==> src/rtl/dot_star_pattern_matcher_macros.svh <==
// Assertion macros for the dot-star pattern matcher.
// Needs clk_i and rst_ni in the scope that uses them.
`ifndef DOT_STAR_PATTERN_MATCHER_MACROS_SVH
`define DOT_STAR_PATTERN_MATCHER_MACROS_SVH

`ifndef NO_ASSERTIONS
// Same-cycle implication, checked outside reset
`define DSPM_ASSERT_NOW(label, ante, cons) \
  label: assert property (@(posedge clk_i) disable iff (!rst_ni) (ante) |-> (cons)) \
    else $error("assertion failed: same-cycle implication");
// Next-cycle implication, checked outside reset
`define DSPM_ASSERT_NEXT(label, ante, cons) \
  label: assert property (@(posedge clk_i) disable iff (!rst_ni) (ante) |=> (cons)) \
    else $error("assertion failed: next-cycle implication");
`else
`define DSPM_ASSERT_NOW(label, ante, cons)
`define DSPM_ASSERT_NEXT(label, ante, cons)
`endif

`endif

==> src/rtl/dspm_pkg.sv <==
// Shared types, constants and the row prefix function of the pattern matcher.
// No dependencies.
`default_nettype none

package dspm_pkg;

  localparam int MAX_TOKENS = 32;
  localparam int ROW_W      = MAX_TOKENS + 1;
  localparam int IDX_W      = $clog2(MAX_TOKENS);
  localparam int LEN_W      = $clog2(MAX_TOKENS + 1);
  localparam int LEVELS     = $clog2(ROW_W);

  // Fixed field widths of the request
  localparam int OP_W    = 2;
  localparam int TIDX_W  = 5;
  localparam int CHAR_W  = 8;
  localparam int KIND_W  = 2;
  localparam int PLEN_W  = 6;

  // Token kind bits
  localparam int KIND_ANY_BIT  = 0;
  localparam int KIND_STAR_BIT = 1;

  typedef enum logic [OP_W-1:0] {
    OP_LOAD   = 2'd0,
    OP_START  = 2'd1,
    OP_CHAR   = 2'd2,
    OP_FINISH = 2'd3
  } op_e;

  typedef logic [ROW_W-1:0] row_t;
  typedef logic [MAX_TOKENS-1:0][CHAR_W-1:0] tok_chars_t;
  typedef logic [MAX_TOKENS-1:0][KIND_W-1:0] tok_kinds_t;

  // Token store write port
  typedef struct packed {
    logic              en;
    logic [IDX_W-1:0]  idx;
    logic [CHAR_W-1:0] tchar;
    logic [KIND_W-1:0] kind;
  } tok_wr_t;

  // Row engine command
  typedef struct packed {
    logic              start;
    logic              text;
    logic [CHAR_W-1:0] text_char;
    logic [LEN_W-1:0]  length;
  } row_cmd_t;

  // Parallel prefix of new[j] = g[j] | (p[j] & new[j-1]), log-depth
  function automatic row_t prefix_chain(row_t g, row_t p);
    row_t gc;
    row_t pc;
    row_t gn;
    row_t pn;
    int   span;
    gc = g;
    pc = p;
    for (int lvl = 0; lvl < LEVELS; lvl++) begin
      span = 1 << lvl;
      gn   = gc;
      pn   = pc;
      for (int j = 0; j < ROW_W; j++) begin
        if (j >= span) begin
          gn[j] = gc[j] | (pc[j] & gc[j-span]);
          pn[j] = pc[j] & pc[j-span];
        end
      end
      gc = gn;
      pc = pn;
    end
    return gc;
  endfunction

endpackage

`default_nettype wire

==> src/rtl/dspm_token_store.sv <==
// Pattern token store: one character and one kind register per token.
// Depends on dspm_pkg.
`default_nettype none

module dspm_token_store (
  input  logic             clk_i,
  input  dspm_pkg::tok_wr_t wr_i,
  output dspm_pkg::tok_chars_t chars_o,
  output dspm_pkg::tok_kinds_t kinds_o
);
  import dspm_pkg::*;

  tok_chars_t chars_q;
  tok_kinds_t kinds_q;

  // Write one token per load request; contents undefined until written
  always_ff @(posedge clk_i) begin
    if (wr_i.en) begin
      chars_q[wr_i.idx] <= wr_i.tchar;
      kinds_q[wr_i.idx] <= wr_i.kind;
    end
  end

  assign chars_o = chars_q;
  assign kinds_o = kinds_q;

endmodule

`default_nettype wire

==> src/rtl/dspm_row_engine.sv <==
// Match row register and its registered update for start and text requests.
// Depends on dspm_pkg.
`default_nettype none

module dspm_row_engine (
  input  logic                 clk_i,
  input  logic                 rst_ni,
  input  dspm_pkg::row_cmd_t   cmd_i,
  input  dspm_pkg::tok_chars_t chars_i,
  input  dspm_pkg::tok_kinds_t kinds_i,
  output logic                 matched_o
);
  import dspm_pkg::*;

  row_t             row_q, row_d;
  logic [LEN_W-1:0] len_q, len_d;

  row_t star;
  row_t hit;
  row_t char_gen;
  row_t start_gen;
  row_t len_mask;
  row_t char_row;
  row_t start_row;

  // Per-column token decode; column j holds token j-1
  always_comb begin
    star     = '0;
    hit      = '0;
    char_gen = '0;
    for (int j = 1; j < ROW_W; j++) begin
      star[j] = kinds_i[j-1][KIND_STAR_BIT];
      hit[j]  = kinds_i[j-1][KIND_ANY_BIT] | (cmd_i.text_char == chars_i[j-1]);
      if (star[j]) begin
        char_gen[j] = hit[j] & (row_q[j] | row_q[j-1]);
      end else begin
        char_gen[j] = hit[j] & row_q[j-1];
      end
    end
  end

  // Start row: empty text matches the run of leading star tokens
  always_comb begin
    start_gen    = '0;
    start_gen[0] = 1'b1;
    for (int j = 0; j < ROW_W; j++) begin
      len_mask[j] = (j <= int'(cmd_i.length));
    end
  end

  assign char_row  = prefix_chain(char_gen, star);
  assign start_row = prefix_chain(start_gen, star) & len_mask;

  // Select the next row and length
  always_comb begin
    row_d = row_q;
    len_d = len_q;
    if (cmd_i.start) begin
      row_d = start_row;
      len_d = cmd_i.length;
    end else if (cmd_i.text) begin
      row_d = char_row;
    end
  end

  always_ff @(posedge clk_i or negedge rst_ni) begin
    if (!rst_ni) begin
      row_q <= '0;
      len_q <= '0;
    end else begin
      row_q <= row_d;
      len_q <= len_d;
    end
  end

  assign matched_o = row_q[len_q];

endmodule

`default_nettype wire

==> src/rtl/dot_star_pattern_matcher.sv <==
// Top level of the dot-star pattern matcher: input register, token store,
// row engine and result register. Depends on dspm_pkg and the macros header.
//
// Whole-string matcher for patterns of literal, any-character and starred
// tokens. Each request is registered, processed from that register and, for
// a finish request, its result lands in an output register. One request is
// taken every cycle: load, start and text requests never wait in the input
// register; a finish request retires as soon as the result register is free
// or being emptied, so only a held output with a finish waiting behind it
// stops the input. A result is valid the cycle after its finish request
// retires and, with the output ready, is taken at the following edge. No
// clearing pass after reset; the token store holds garbage until loaded.
`default_nettype none

module dot_star_pattern_matcher (
  input  logic                        clk_i,
  input  logic                        rst_ni,
  input  logic                        in_valid_i,
  output logic                        in_ready_o,
  input  logic [dspm_pkg::OP_W-1:0]   operation_i,
  input  logic [dspm_pkg::TIDX_W-1:0] token_index_i,
  input  logic [dspm_pkg::CHAR_W-1:0] token_char_i,
  input  logic [dspm_pkg::KIND_W-1:0] token_kind_i,
  input  logic [dspm_pkg::PLEN_W-1:0] pattern_length_i,
  input  logic [dspm_pkg::CHAR_W-1:0] text_char_i,
  output logic                        out_valid_o,
  input  logic                        out_ready_i,
  output logic                        matched_o
);
  import dspm_pkg::*;

  `include "dot_star_pattern_matcher_macros.svh"

  logic              s1_valid_q, s1_valid_d;
  op_e               s1_op_q;
  logic [TIDX_W-1:0] s1_idx_q;
  logic [CHAR_W-1:0] s1_tchar_q;
  logic [KIND_W-1:0] s1_kind_q;
  logic [PLEN_W-1:0] s1_plen_q;
  logic [CHAR_W-1:0] s1_text_q;

  logic out_valid_q, out_valid_d;
  logic out_matched_q;

  logic in_fire;
  logic s1_advance;
  logic fin_fire;
  logic engine_matched;

  tok_wr_t    tok_wr;
  row_cmd_t   row_cmd;
  tok_chars_t tok_chars;
  tok_kinds_t tok_kinds;

  // Handshake: a finish waits only while the result register is held
  assign s1_advance = s1_valid_q & ((s1_op_q != OP_FINISH) | !out_valid_q | out_ready_i);
  assign in_ready_o = !s1_valid_q | s1_advance;
  assign in_fire    = in_valid_i & in_ready_o;

  always_comb begin
    s1_valid_d = s1_valid_q;
    if (in_fire) begin
      s1_valid_d = 1'b1;
    end else if (s1_advance) begin
      s1_valid_d = 1'b0;
    end
  end

  // Capture the request
  always_ff @(posedge clk_i or negedge rst_ni) begin
    if (!rst_ni) begin
      s1_valid_q <= 1'b0;
    end else begin
      s1_valid_q <= s1_valid_d;
    end
  end

  always_ff @(posedge clk_i) begin
    if (in_fire) begin
      s1_op_q    <= op_e'(operation_i);
      s1_idx_q   <= token_index_i;
      s1_tchar_q <= token_char_i;
      s1_kind_q  <= token_kind_i;
      s1_plen_q  <= pattern_length_i;
      s1_text_q  <= text_char_i;
    end
  end

  // Decode the registered request into store writes and row commands
  always_comb begin
    tok_wr            = '0;
    row_cmd           = '0;
    fin_fire          = 1'b0;
    tok_wr.idx        = IDX_W'(s1_idx_q);
    tok_wr.tchar      = s1_tchar_q;
    tok_wr.kind       = s1_kind_q;
    row_cmd.text_char = s1_text_q;
    row_cmd.length    = (int'(s1_plen_q) > MAX_TOKENS) ? LEN_W'(MAX_TOKENS)
                                                       : LEN_W'(s1_plen_q);
    unique case (s1_op_q)
      OP_LOAD:   tok_wr.en     = s1_advance & (int'(s1_idx_q) < MAX_TOKENS);
      OP_START:  row_cmd.start = s1_advance;
      OP_CHAR:   row_cmd.text  = s1_advance;
      OP_FINISH: fin_fire      = s1_advance;
      default:   fin_fire      = 1'b0;
    endcase
  end

  dspm_token_store u_store (
    .clk_i   (clk_i),
    .wr_i    (tok_wr),
    .chars_o (tok_chars),
    .kinds_o (tok_kinds)
  );

  dspm_row_engine u_engine (
    .clk_i     (clk_i),
    .rst_ni    (rst_ni),
    .cmd_i     (row_cmd),
    .chars_i   (tok_chars),
    .kinds_i   (tok_kinds),
    .matched_o (engine_matched)
  );

  // Result register: load on finish, drop once taken
  always_comb begin
    out_valid_d = out_valid_q;
    if (fin_fire) begin
      out_valid_d = 1'b1;
    end else if (out_ready_i) begin
      out_valid_d = 1'b0;
    end
  end

  always_ff @(posedge clk_i or negedge rst_ni) begin
    if (!rst_ni) begin
      out_valid_q <= 1'b0;
    end else begin
      out_valid_q <= out_valid_d;
    end
  end

  always_ff @(posedge clk_i) begin
    if (fin_fire) begin
      out_matched_q <= engine_matched;
    end
  end

  assign out_valid_o = out_valid_q;
  assign matched_o   = out_matched_q;

  // A retired finish always shows up as a result
  `DSPM_ASSERT_NEXT(a_finish_gives_result, fin_fire, out_valid_o)
  // The input register stalls only behind a held result
  `DSPM_ASSERT_NOW(a_stall_only_on_held_output, s1_valid_q && !s1_advance,
                   out_valid_q && !out_ready_i && (s1_op_q == OP_FINISH))
  // An accepted request is always present in the input register next cycle
  `DSPM_ASSERT_NEXT(a_accept_fills_stage, in_fire, s1_valid_q)
  // Start and text commands never fire together
  `DSPM_ASSERT_NOW(a_row_cmd_exclusive, row_cmd.start, !row_cmd.text && !fin_fire)

endmodule

`default_nettype wire
==> config.mk <==
export PLATFORM = sky130hd
export DESIGN_NAME = dot_star_pattern_matcher
export DESIGN_NICKNAME = d
export VERILOG_FILES = /design/src/rtl/dspm_pkg.sv /design/src/rtl/dspm_token_store.sv /design/src/rtl/dspm_row_engine.sv /design/src/rtl/dot_star_pattern_matcher.sv
export VERILOG_INCLUDE_DIRS = /design/src /design/src/rtl
export SDC_FILE = /design/constraint.sdc
export NUM_CORES = 1
export LEC_CHECK = 0
export BUFFER_PORTS_ARGS = -buffer_cell sky130_fd_sc_hd__buf_2
export CAP_MARGIN = 40
export CORE_UTILIZATION = 40
export DETAILED_ROUTE_END_ITERATION = 6
export GPL_ROUTABILITY_DRIVEN = 0
export PLACE_DENSITY_LB_ADDON = 0.12
export SLEW_MARGIN = 20
export SYNTH_ARGS = -nofsm -noshare
export SYNTH_HDL_FRONTEND = slang
export SYNTH_HIERARCHICAL = 1
export SYNTH_SLANG_ARGS = --single-unit
==> constraint.sdc <==
create_clock -name clk_i -period 3.2 [get_ports clk_i]
set_clock_uncertainty 0.15 [all_clocks]
set_input_delay 0.48 -clock clk_i [delete_from_list [all_inputs] [get_ports clk_i]]
set_output_delay 0.48 -clock clk_i [all_outputs]
set_load 0.02 [all_outputs]
==> results_dict.tcl, run 1 <==
set metrics [dict create \
    crit_path_max_fanout 17 \
    seq_area_frac_synth_pct 62.94 \
    io_buffer_count 37 \
    cts_tree "built" \
    finish.utilization_pct 47.71 \
    status "complete, no violations" \
    synth_edf_count 352 \
    drcViolationCount 0 \
    fin_hold_ws_ns 0.07898 \
    crit_required_ns 3.51 \
    clkTransAtPathRegs_ns 0.06 \
    grt_max_degree 39 \
    tns_ns 0 \
    combPwrFrac_pct 10.4 \
    min_period_ns 3.049 \
    dp_slack_ns 0.02541 \
    ant_nets 0 \
    rsz0062_at_grt "false" \
    drt-total-wl_mm 52.25 \
    path_cells "buf_12 -> buf_4 -> xor2_1 -> nor4_1 -> a21oi_1 -> nor2_1 -> a221o_1 -> a21bo_2 -> a221oi_1 -> o21ai_1" \
    synth_seq_cells 393 \
    yosys-top-cells-count "edfxtp_1, xor2_1, nor2_1" \
    async_flop_share_pct 10.43 \
    grt_overflow_total 0 \
    nets 1585 \
    cpMaxStageDelayCell "a221o_1" \
    cp-start-kind "register" \
    yosysUniqueCellTypes 80 \
    slew_headroom_pct 51.15 \
    dr.pass1.iters 5 \
    core_area_mm2 0.04538 \
    p_per_area_mw_per_mm2 546.7 \
    die_y_um 216.6 \
    cts_root_buffer "clkbuf_16" \
    critPathCaptureType "register" \
    vias 12152 \
    p_leak_nw 7.619 \
    cts_buffers 44 \
    synth_top_area_cell "edfxtp_1" \
    netlist_top_cells_area "edfxtp_1, xor2_1, dfrtp_1, a21oi_1, nor4_1" \
    die_w_um 216.6 \
    wl_per_cell_um 23.97 \
    slew_viol_final 0 \
    setup_slack_ns 0.1509 \
    internal_power_mw 8.859 \
    avgSynthCellArea_um2 13.26 \
    grt_usage_pct 22.50 \
    power_frac_clock_pct 39.5 \
    finalHoldViolations 0 \
    rows 78 \
    pwr-share-seq_pct 50.1 \
    yosys_warnings 6 \
    synth_area_mm2 0.01843 \
    ys.flop_type "edfxtp_1" \
    cts_max_level 2 \
    syn-num-nets 1425 \
    max_freq_mhz 328.0 \
    placedCellCount 2068 \
    critPathKind "register to register" \
    cp_top_family "compound AO/OA/AOI/OAI gates" \
    cts.sinks 393 \
    post-route-period-util_pct 95.29 \
    synthToLayoutAreaGrowth_pct 17.51 \
    initialDrtViolationCount 1085 \
    first_global_vias 11892 \
    final_cells 2180 \
    drive_gt1_share_pct 17.03 \
    cap_viol_max_count 0 \
    antenna_found_initial 0 \
    die-area_mm2 0.04692 \
    ios 38 \
    dp_hpwl_mm 35.18 \
    synth_cells 1390 \
    setup_viol 0 \
    viasPerCell 5.574 \
    crit_buf_inv 2 \
    start_util_pct 40.60 \
    synth_most_common_cell "edfxtp_1" \
    slowest_delay_ns 0.42 \
    max-clock-path-buffers 3 \
    power_switching_mw 2.978 \
    yosys.area.top_type_share_pct 57.37 \
    clk_latency_ns 0.59 \
    cp_data_arrival_time_ns 3.36 \
    worstHoldPathType "input pin to register" \
    worst-slew-pin-transition_ns 0.7300 \
    grt_pass1_wl_mm 77.42 \
    diodes 0 \
    p_sw_share_pct 25.16 \
    ir_worst_vdd_v 0.0003261 \
]
==> cell families after synthesis <==
logic type / after synthesis / share of synthesized area, %
flip-flops: 393 / 62.94
multiplexers: 16 / 1.589
AND/OR/NAND/NOR: 357 / 9.901
XOR/XNOR: 256 / 12.17
AO/OA/AOI/OAI: 269 / 10.25
buffers and inverters: 99 / 3.151
==> layout make-up <==
type | count | area [um^2]
fill | 3972 | 23730
sequential | 393 | 11600
multi-input combinational | 898 | 6314
timing repair buffer | 182 | 1559
clock buffer | 53 | 1135
tap | 600 | 750.7
clock inverter | 23 | 181.4
inverter | 31 | 116.4
==> power by group through the flow <==
stage	sequential (mW)	combinational [mW]	clock, mW
2_1_floorplan	5.95	0.760	0
3_3_place_gp	6.03	1.16	0
3_5_place_dp	6.02	1.18	0
4_1_cts	5.92	1.22	4.79
5_1_grt	5.94	1.34	4.96
6_report	5.92	1.23	4.68
==> per-layer routing <==
metal,global-route usage (%),vias to the layer above,share of wire [%]
li1,-,5547,-
met1,33.02,6128,47
met2,34.89,398,46
met3,3.172,79,5.3
met4,6.056,0,2.3
met5,0,-,0
==> timing repair <==
item                       4_1_cts  5_1_grt
hold buffers                    33        0
resized for setup                1        9
pin swaps                        0        2
setup endpoints to repair        1        9
hold endpoints to repair        66        0
setup buffers                    0        3
==> path summary, 6_finish.rpt <==
check | start | end | slack [ns] | cells past startpoint
min reg2reg | u_engine/row_q[0] | u_engine/row_q[0] | 0.38 | 1
min in group asynchronous | rst_ni | u_engine/row_q[1] | 0.21 | 2
max | s1_text_q[1] | u_engine/row_q[30] | 0.15 | 10
max reg2reg | s1_text_q[1] | u_engine/row_q[30] | 0.15 | 10
max in group asynchronous | rst_ni | u_engine/row_q[15] | 2.19 | 3
min | out_ready_i | out_valid_o | 0.08 | 3
==> state kept, by name, summed over array words and instances, names as in the netlist <==
register and cells:
s1_op_q 2, s1_text_q 8, s1_kind_q 2, s1_plen_q 6, u_store/chars_o 256, s1_idx_q 5
out_valid_o 1, u_store/kinds_o 64, s1_valid_q 1, s1_tchar_q 8, u_engine/row_q 33, u_engine/len_q 6
matched_o 1
==> cell usage in the layout, fill, tap and decap left out, types with 15 or more instances in the layout <==
master,Yosys,routed
a21oi_1,98,96
a31oi_1,19,19
buf_12,0,15
buf_2,5,37
buf_4,10,95
clkbuf_16,0,44
dfrtp_1,41,41
dlygate4sd3_1,0,33
edfxtp_1,352,352
inv_1,31,31
nand2_1,79,79
nand3_1,15,15
nor2_1,102,102
nor3_1,22,22
nor4_1,69,68
o21ai_0,26,26
o32ai_2,10,15
xor2_1,256,256
==> worst reg2reg max path: cells and delay by family, from the launching register on <==
kind	cells	cell delay, ns
DFF	1	0.37
xor gates and xnor gates	1	0.17
AOI/OAI and AO/OA	5	1.52
buffers and inverters	2	0.49
and+or+nand+nor	2	0.22
==> per-stage QoR <==
stage	total power [mW]	instance area, um^2
2_1_floorplan	6.714	18430
3_3_place_gp	7.190	19870
3_5_place_dp	7.203	19920
4_1_cts	11.93	21570
5_1_grt	12.24	21650
6_report	11.84	21650
Power figures use the tool's default switching activity.
==> run 2: changes to the inputs <==
REMOVE_ABC_BUFFERS = 1   (was not set)
SETUP_SLACK_MARGIN = 0.15   (was not set)
==> run 2 against run 1 <==
Compared with the run above: sequential share of layout area down 0.70 points; total power is 5.4% higher; cell area up 1.3%; clock power increased by 13%; global-route usage rose by 0.056 points; sequential power about the same; clock-buffer cell count fell by 3; hold slack improved by 0.012 ns.
==> results_dict.tcl, run 2 (synthesis results as in run 1) <==
set metrics [dict create \
    rsz0062_at_grt "true" \
    die_y_um 216.6 \
    post-route-period-util_pct 92.78 \
    vias 12100 \
    synthToLayoutAreaGrowth_pct 19.08 \
    finalHoldViolations 0 \
    die-area_mm2 0.04692 \
    start_util_pct 40.60 \
    layout_commonest_cell "edfxtp_1" \
    p_per_area_mw_per_mm2 568.5 \
    setup_viol 0 \
    initialDrtViolationCount 1034 \
    wl_per_cell_um 24.04 \
    diodes 0 \
    globalRouteMet2Util_pct 34.57 \
    ios 38 \
    cts_root_buffer "clkbuf_16" \
    power.total_mw 12.47 \
    ant_nets 0 \
    rows 78 \
    grt_max_degree 33 \
    critPathCaptureType "register" \
    r2r_slack_ns 0.23 \
    grt_pass1_wl_mm 78.14 \
    dp_hpwl_mm 35.31 \
    die_w_um 216.6 \
    slowest_delay_ns 0.42 \
    io_buffer_count 37 \
    antenna_found_initial 0 \
    slew_headroom_pct 54.52 \
    worstHoldEndpoint "out_valid_o" \
    drcViolationCount 0 \
    grt_usage_pct 22.56 \
    cts_buffers 43 \
    crit_required_ns 3.51 \
    worstHoldPathType "input pin to register" \
    grt_overflow_total 0 \
    tns_ns 0 \
    ir_worst_vdd_v 0.0005182 \
    nets 1582 \
    crit_buf_inv 2 \
    crit_path_max_fanout 15 \
    grt-busiest-layer "met2" \
    cap_viol_max_count 0 \
    worst-slew-pin-transition_ns 0.6822 \
    cp_top_family "compound AO/OA/AOI/OAI gates" \
    clkTransAtPathRegs_ns 0.06 \
    clk_latency_ns 0.59 \
    critPathKind "register to register" \
    cts_max_level 2 \
    crit-reg2reg-launch "s1_text_q[5]" \
    max-clock-path-buffers 3 \
    hold_start "out_ready_i" \
    grtUsageMet1_pct 32.56 \
    max_freq_mhz 336.8 \
    worst_r2r_path_depth 10 \
    status "complete, no violations" \
    path_cells "buf_12 -> buf_4 -> xor2_1 -> nor4_1 -> a21oi_1 -> o32ai_2 -> a31oi_1 -> a21bo_2 -> a221oi_2 -> o21ai_1" \
    p_leak_nw 7.716 \
    cpMaxStageDelayCell "a221oi_2" \
    min_period_ns 2.969 \
    min_path_cells 3 \
    use_met3_pct 3.411 \
    cts_tree "built" \
    drive_gt1_share_pct 19.15 \
    largest_reg_flops 256 \
    final_cell_mix "edfxtp_1, xor2_1, nor2_1, buf_4, a21oi_1" \
    slew_viol_final 0 \
    cp_data_arrival_time_ns 3.28 \
    cp-start-kind "register" \
    first_global_vias 12027 \
    cts.sinks 393 \
    dr.pass1.iters 5 \
    reg2reg_to "u_engine/row_q[30]" \
    core_area_mm2 0.04538 \
    viasPerCell 5.545 \
    drt-total-wl_mm 52.45 \
]
-- run 2: cell count changes in the layout (fill, tap and decap cells not counted), moves of 4 or more --
cell / before / now
nor4_1: 68 / 56
nor4_2: 4 / 16
a21oi_1: 96 / 86
bufinv_16: 1 / 9
buf_12: 15 / 11
a21oi_2: 6 / 16
clkinv_1: 12 / 6
clkinv_2: 6 / 10
-- run 2: stage by stage --
| stage | cell area (um^2) | utilization, % | setup slack [ns] | cells | hold WS, ns |
|---|---|---|---|---|---|
| floorplan | 17960 | - | 0.2060 | 1322 | 0.03441 |
| global placement | 19820 | 43.66 | 0.02212 | 2063 | 0.3763 |
| detailed placement | 19860 | 43.76 | 0.01762 | 2065 | 0.3416 |
| CTS | 21730 | 47.89 | 0.1622 | 2178 | 0.07340 |
| global route | 21940 | 48.35 | 0.09429 | 2182 | 0.1238 |
| finish | 21940 | 48.35 | 0.2309 | 2182 | 0.09100 |
-- run 2: cell type report --
type / count / area, um^2
Tap cell: 600 / 750.7
Fill cell: 3984 / 23440
Timing Repair Buffer: 180 / 1506
Sequential cell: 393 / 11600
Clock buffer: 50 / 1102
Inverter: 31 / 116.4
Multi-Input combinational cell: 898 / 6461
Clock inverter: 30 / 406.6
-- run 2: report_power, final --
part | leakage [nW] | internal [mW] | switching, mW
clock | 0.738 | 3.22 | 2.09
combinational | 3.29 | 0.505 | 0.729
sequential | 3.69 | 5.73 | 0.200
total | 7.72 | 9.46 | 3.01
-- run 2: worst max path at each step --
stage / startpoint / endpoint / cells past startpoint
CTS: s1_text_q[1] / u_engine/row_q[31] / 10
global placement: s1_text_q[6] / u_engine/row_q[30] / 9
detailed placement: s1_text_q[7] / u_engine/row_q[30] / 9
floorplan: s1_text_q[4] / u_engine/row_q[22] / 8
global route: s1_text_q[3] / u_engine/row_q[26] / 10
finish: s1_text_q[5] / u_engine/row_q[30] / 10
-- run 2: what timing repair did --
item                       in CTS  in global routing
hold buffers                   33                  0
resized for setup               6                 33
buffers inserted                0                  4
setup endpoints to repair      19                 26
hold endpoints to repair       52                  0
pin swaps                       0                  4
-- run 2: routing by layer --
layer | vias to the layer above | share of wire (%)
met2 | 417 | 45
met4 | 0 | 2.9
met5 | - | 0
li1 | 5534 | -
met1 | 6067 | 47
met3 | 82 | 5.6
-- run 2: worst reg2reg max path, delay by kind of cell (launching register included) --
kind | cells | cell delay (ns)
flops | 1 | 0.38
compound gates | 6 | 1.61
simple gates | 1 | 0.08
xor+xnor | 1 | 0.17
buf+inv | 2 | 0.47
==> run 3: changes to the inputs <==
==> constraint.sdc (replaced) <==
create_clock -name clk_i -period 3.2 [get_ports clk_i]
set_clock_uncertainty 0.15 [all_clocks]
set_input_delay 0.8 -clock clk_i [delete_from_list [all_inputs] [get_ports clk_i]]
set_output_delay 0.8 -clock clk_i [all_outputs]
set_load 0.02 [all_outputs]
==> run 3 against run 2 <==
Compared with the run above: routed wire length grew 0.67%; sequential share of layout area up 1.4 points; highest routed layer unchanged; via count shrank 0.39%.
==> results_dict.tcl, run 3 (synthesis results as in run 1) <==
set metrics [dict create \
    cts.sinks 393 \
    final_cell_mix "edfxtp_1, xor2_1, nor2_1, buf_4, a21oi_1" \
    crit_required_ns 3.51 \
    setup_viol 0 \
    io_buffer_count 37 \
    grt_usage_pct 22.74 \
    drcViolationCount 0 \
    r2r_slack_ns 0.22 \
    slowest_delay_ns 0.47 \
    synthToLayoutAreaGrowth_pct 16.10 \
    ant_nets 0 \
    drt-total-wl_mm 52.80 \
    rows 78 \
    clkTransAtPathRegs_ns 0.06 \
    die-area_mm2 0.04692 \
    cts_tree "built" \
    postPlaceCellArea_mm2 0.01984 \
    wl_per_cell_um 24.62 \
    cpMaxStageDelayCell "a311oi_1" \
    combPwrFrac_pct 10.1 \
    rsz0062_at_grt "true" \
    cp_data_arrival_time_ns 3.29 \
    cap_viol_max_count 0 \
    p_sw_share_pct 25.91 \
    p_per_area_mw_per_mm2 553.2 \
    reg2reg_to "u_engine/row_q[28]" \
    grt_pass1_wl_mm 78.19 \
    largest_reg_flops 256 \
    critPathKind "register to register" \
    viasPerCell 5.619 \
    start_util_pct 40.60 \
    drive_gt1_share_pct 18.96 \
    cts_buffers 44 \
    max_freq_mhz 335.8 \
    dr.pass1.iters 5 \
    cts_root_buffer "clkbuf_16" \
    pwr-share-seq_pct 50.1 \
    worst_r2r_path_depth 10 \
    die_w_um 216.6 \
    dp_hpwl_mm 35.07 \
    power_switching_mw 3.067 \
    tns_ns 0 \
    p_leak_nw 7.456 \
    grt_max_degree 33 \
    grt_overflow_total 0 \
    status "complete, no violations" \
    vias 12053 \
    initialDrtViolationCount 1217 \
    cp-start-kind "register" \
    finalHoldViolations 0 \
    crit_start "s1_text_q[6]" \
    critPathCaptureType "register" \
    ir_worst_vdd_v 0.0004399 \
    worst-slew-pin-transition_ns 0.7786 \
    crit_path_max_fanout 26 \
    path_cells "buf_12 -> buf_4 -> xor2_1 -> nor4_2 -> a21oi_1 -> o32ai_2 -> a311oi_1 -> nor2_1 -> o311ai_1 -> a31oi_1" \
    cts_max_level 2 \
    nets 1547 \
    max-clock-path-buffers 3 \
    layout_commonest_cell "edfxtp_1" \
    antenna_found_initial 0 \
    post-route-period-util_pct 93.06 \
    die_y_um 216.6 \
    first_global_vias 11839 \
    slew_headroom_pct 48.03 \
    worstHoldPathType "input pin to asynchronous set/reset pin" \
    power_frac_clock_pct 39.7 \
    clk_latency_ns 0.59 \
    core_area_mm2 0.04538 \
    internal_power_mw 8.768 \
    fin_area_mm2 0.02139 \
    ios 38 \
    crit-reg2reg-launch "s1_text_q[6]" \
    diodes 0 \
    slew_viol_final 0 \
    min_period_ns 2.978 \
]
-- run 3: cell types whose count changed in the layout (fill, tap and decap cells not counted), moves of 3 or more --
cell	before	now
bufinv_16	9	0
a31oi_2	0	3
clkbuf_1	7	10
buf_4	97	94
a21oi_2	16	12
dlygate4sd3_1	33	0
a21oi_1	86	90
-- run 3: cell type report --
cell class              instances  area (um^2)
flip-flops and latches        393        11600
repair buffers                144         1146
fillers                      4086        23990
inverters                      31        116.4
well taps                     600        750.7
clock buffers                  54         1139
clock inverters                25        186.4
multi-input cells             898         6457
-- run 3: worst max path at each step --
stage | slack (ns) | cells after the start | end
final | 0.22 | 10 | u_engine/row_q[28]
after global routing | 0.10 | 11 | u_engine/row_q[24]
after CTS | 0.17 | 10 | u_engine/row_q[30]
after detailed placement | 0.15 | 10 | u_engine/row_q[26]
after global placement | 0.14 | 10 | u_engine/row_q[26]
after floorplan | 0.21 | 8 | u_engine/row_q[22]
-- run 3: worst max-delay path: cells and delay by family (launching register included) --
family / cells / cell delay (ns)
buffers and inverters: 2 / 0.50
AO/OA/AOI/OAI: 5 / 1.42
XOR/XNOR: 1 / 0.19
flip-flops: 1 / 0.37
AND/OR/NAND/NOR: 2 / 0.20
-- run 3: stage by stage --
| step | cells | total power [mW] | worst slack (ns) | util (%) | hold WS [ns] |
|---|---|---|---|---|---|
| after CTS | 2143 | 11.90 | 0.1732 | 46.67 | 0.04689 |
| after global routing | 2145 | 12.23 | 0.1006 | 47.14 | 0.07655 |
| after detailed placement | 2064 | 7.183 | 0.1525 | 43.72 | 0.3867 |
| final | 2145 | 11.84 | 0.2220 | 47.14 | 0.06185 |
| after global placement | 2063 | 7.179 | 0.1436 | 43.69 | 0.3776 |
| after floorplan | 1322 | 6.658 | 0.2060 | - | 0.3192 |
-- run 3: metal layers --
layer  vias to the layer above  routed length (um)  share of wire [%]  global-route usage, %
li1                       5463                   -                  -                      -
met1                      6091               24730                 47                  33.35
met4                         0                1227                2.3                  6.596
met5                         -                   0                  0                      0
met2                       420               23670                 45                  34.54
met3                        79                3172                6.0                  3.860
-- run 3: what timing repair did --
item,CTS,global route
setup endpoints to repair,3,28
pin swaps,0,7
hold buffers,0,0
gates resized for setup,2,34
buffers inserted,0,2
-- run 3: power by group through the flow --
stage	clock network, mW	logic (mW)	registers (mW)
floorplan	0	0.628	6.03
global placement	0	1.15	6.03
detailed placement	0	1.15	6.03
CTS	4.82	1.16	5.92
global route	5.00	1.29	5.94
finish	4.70	1.20	5.93
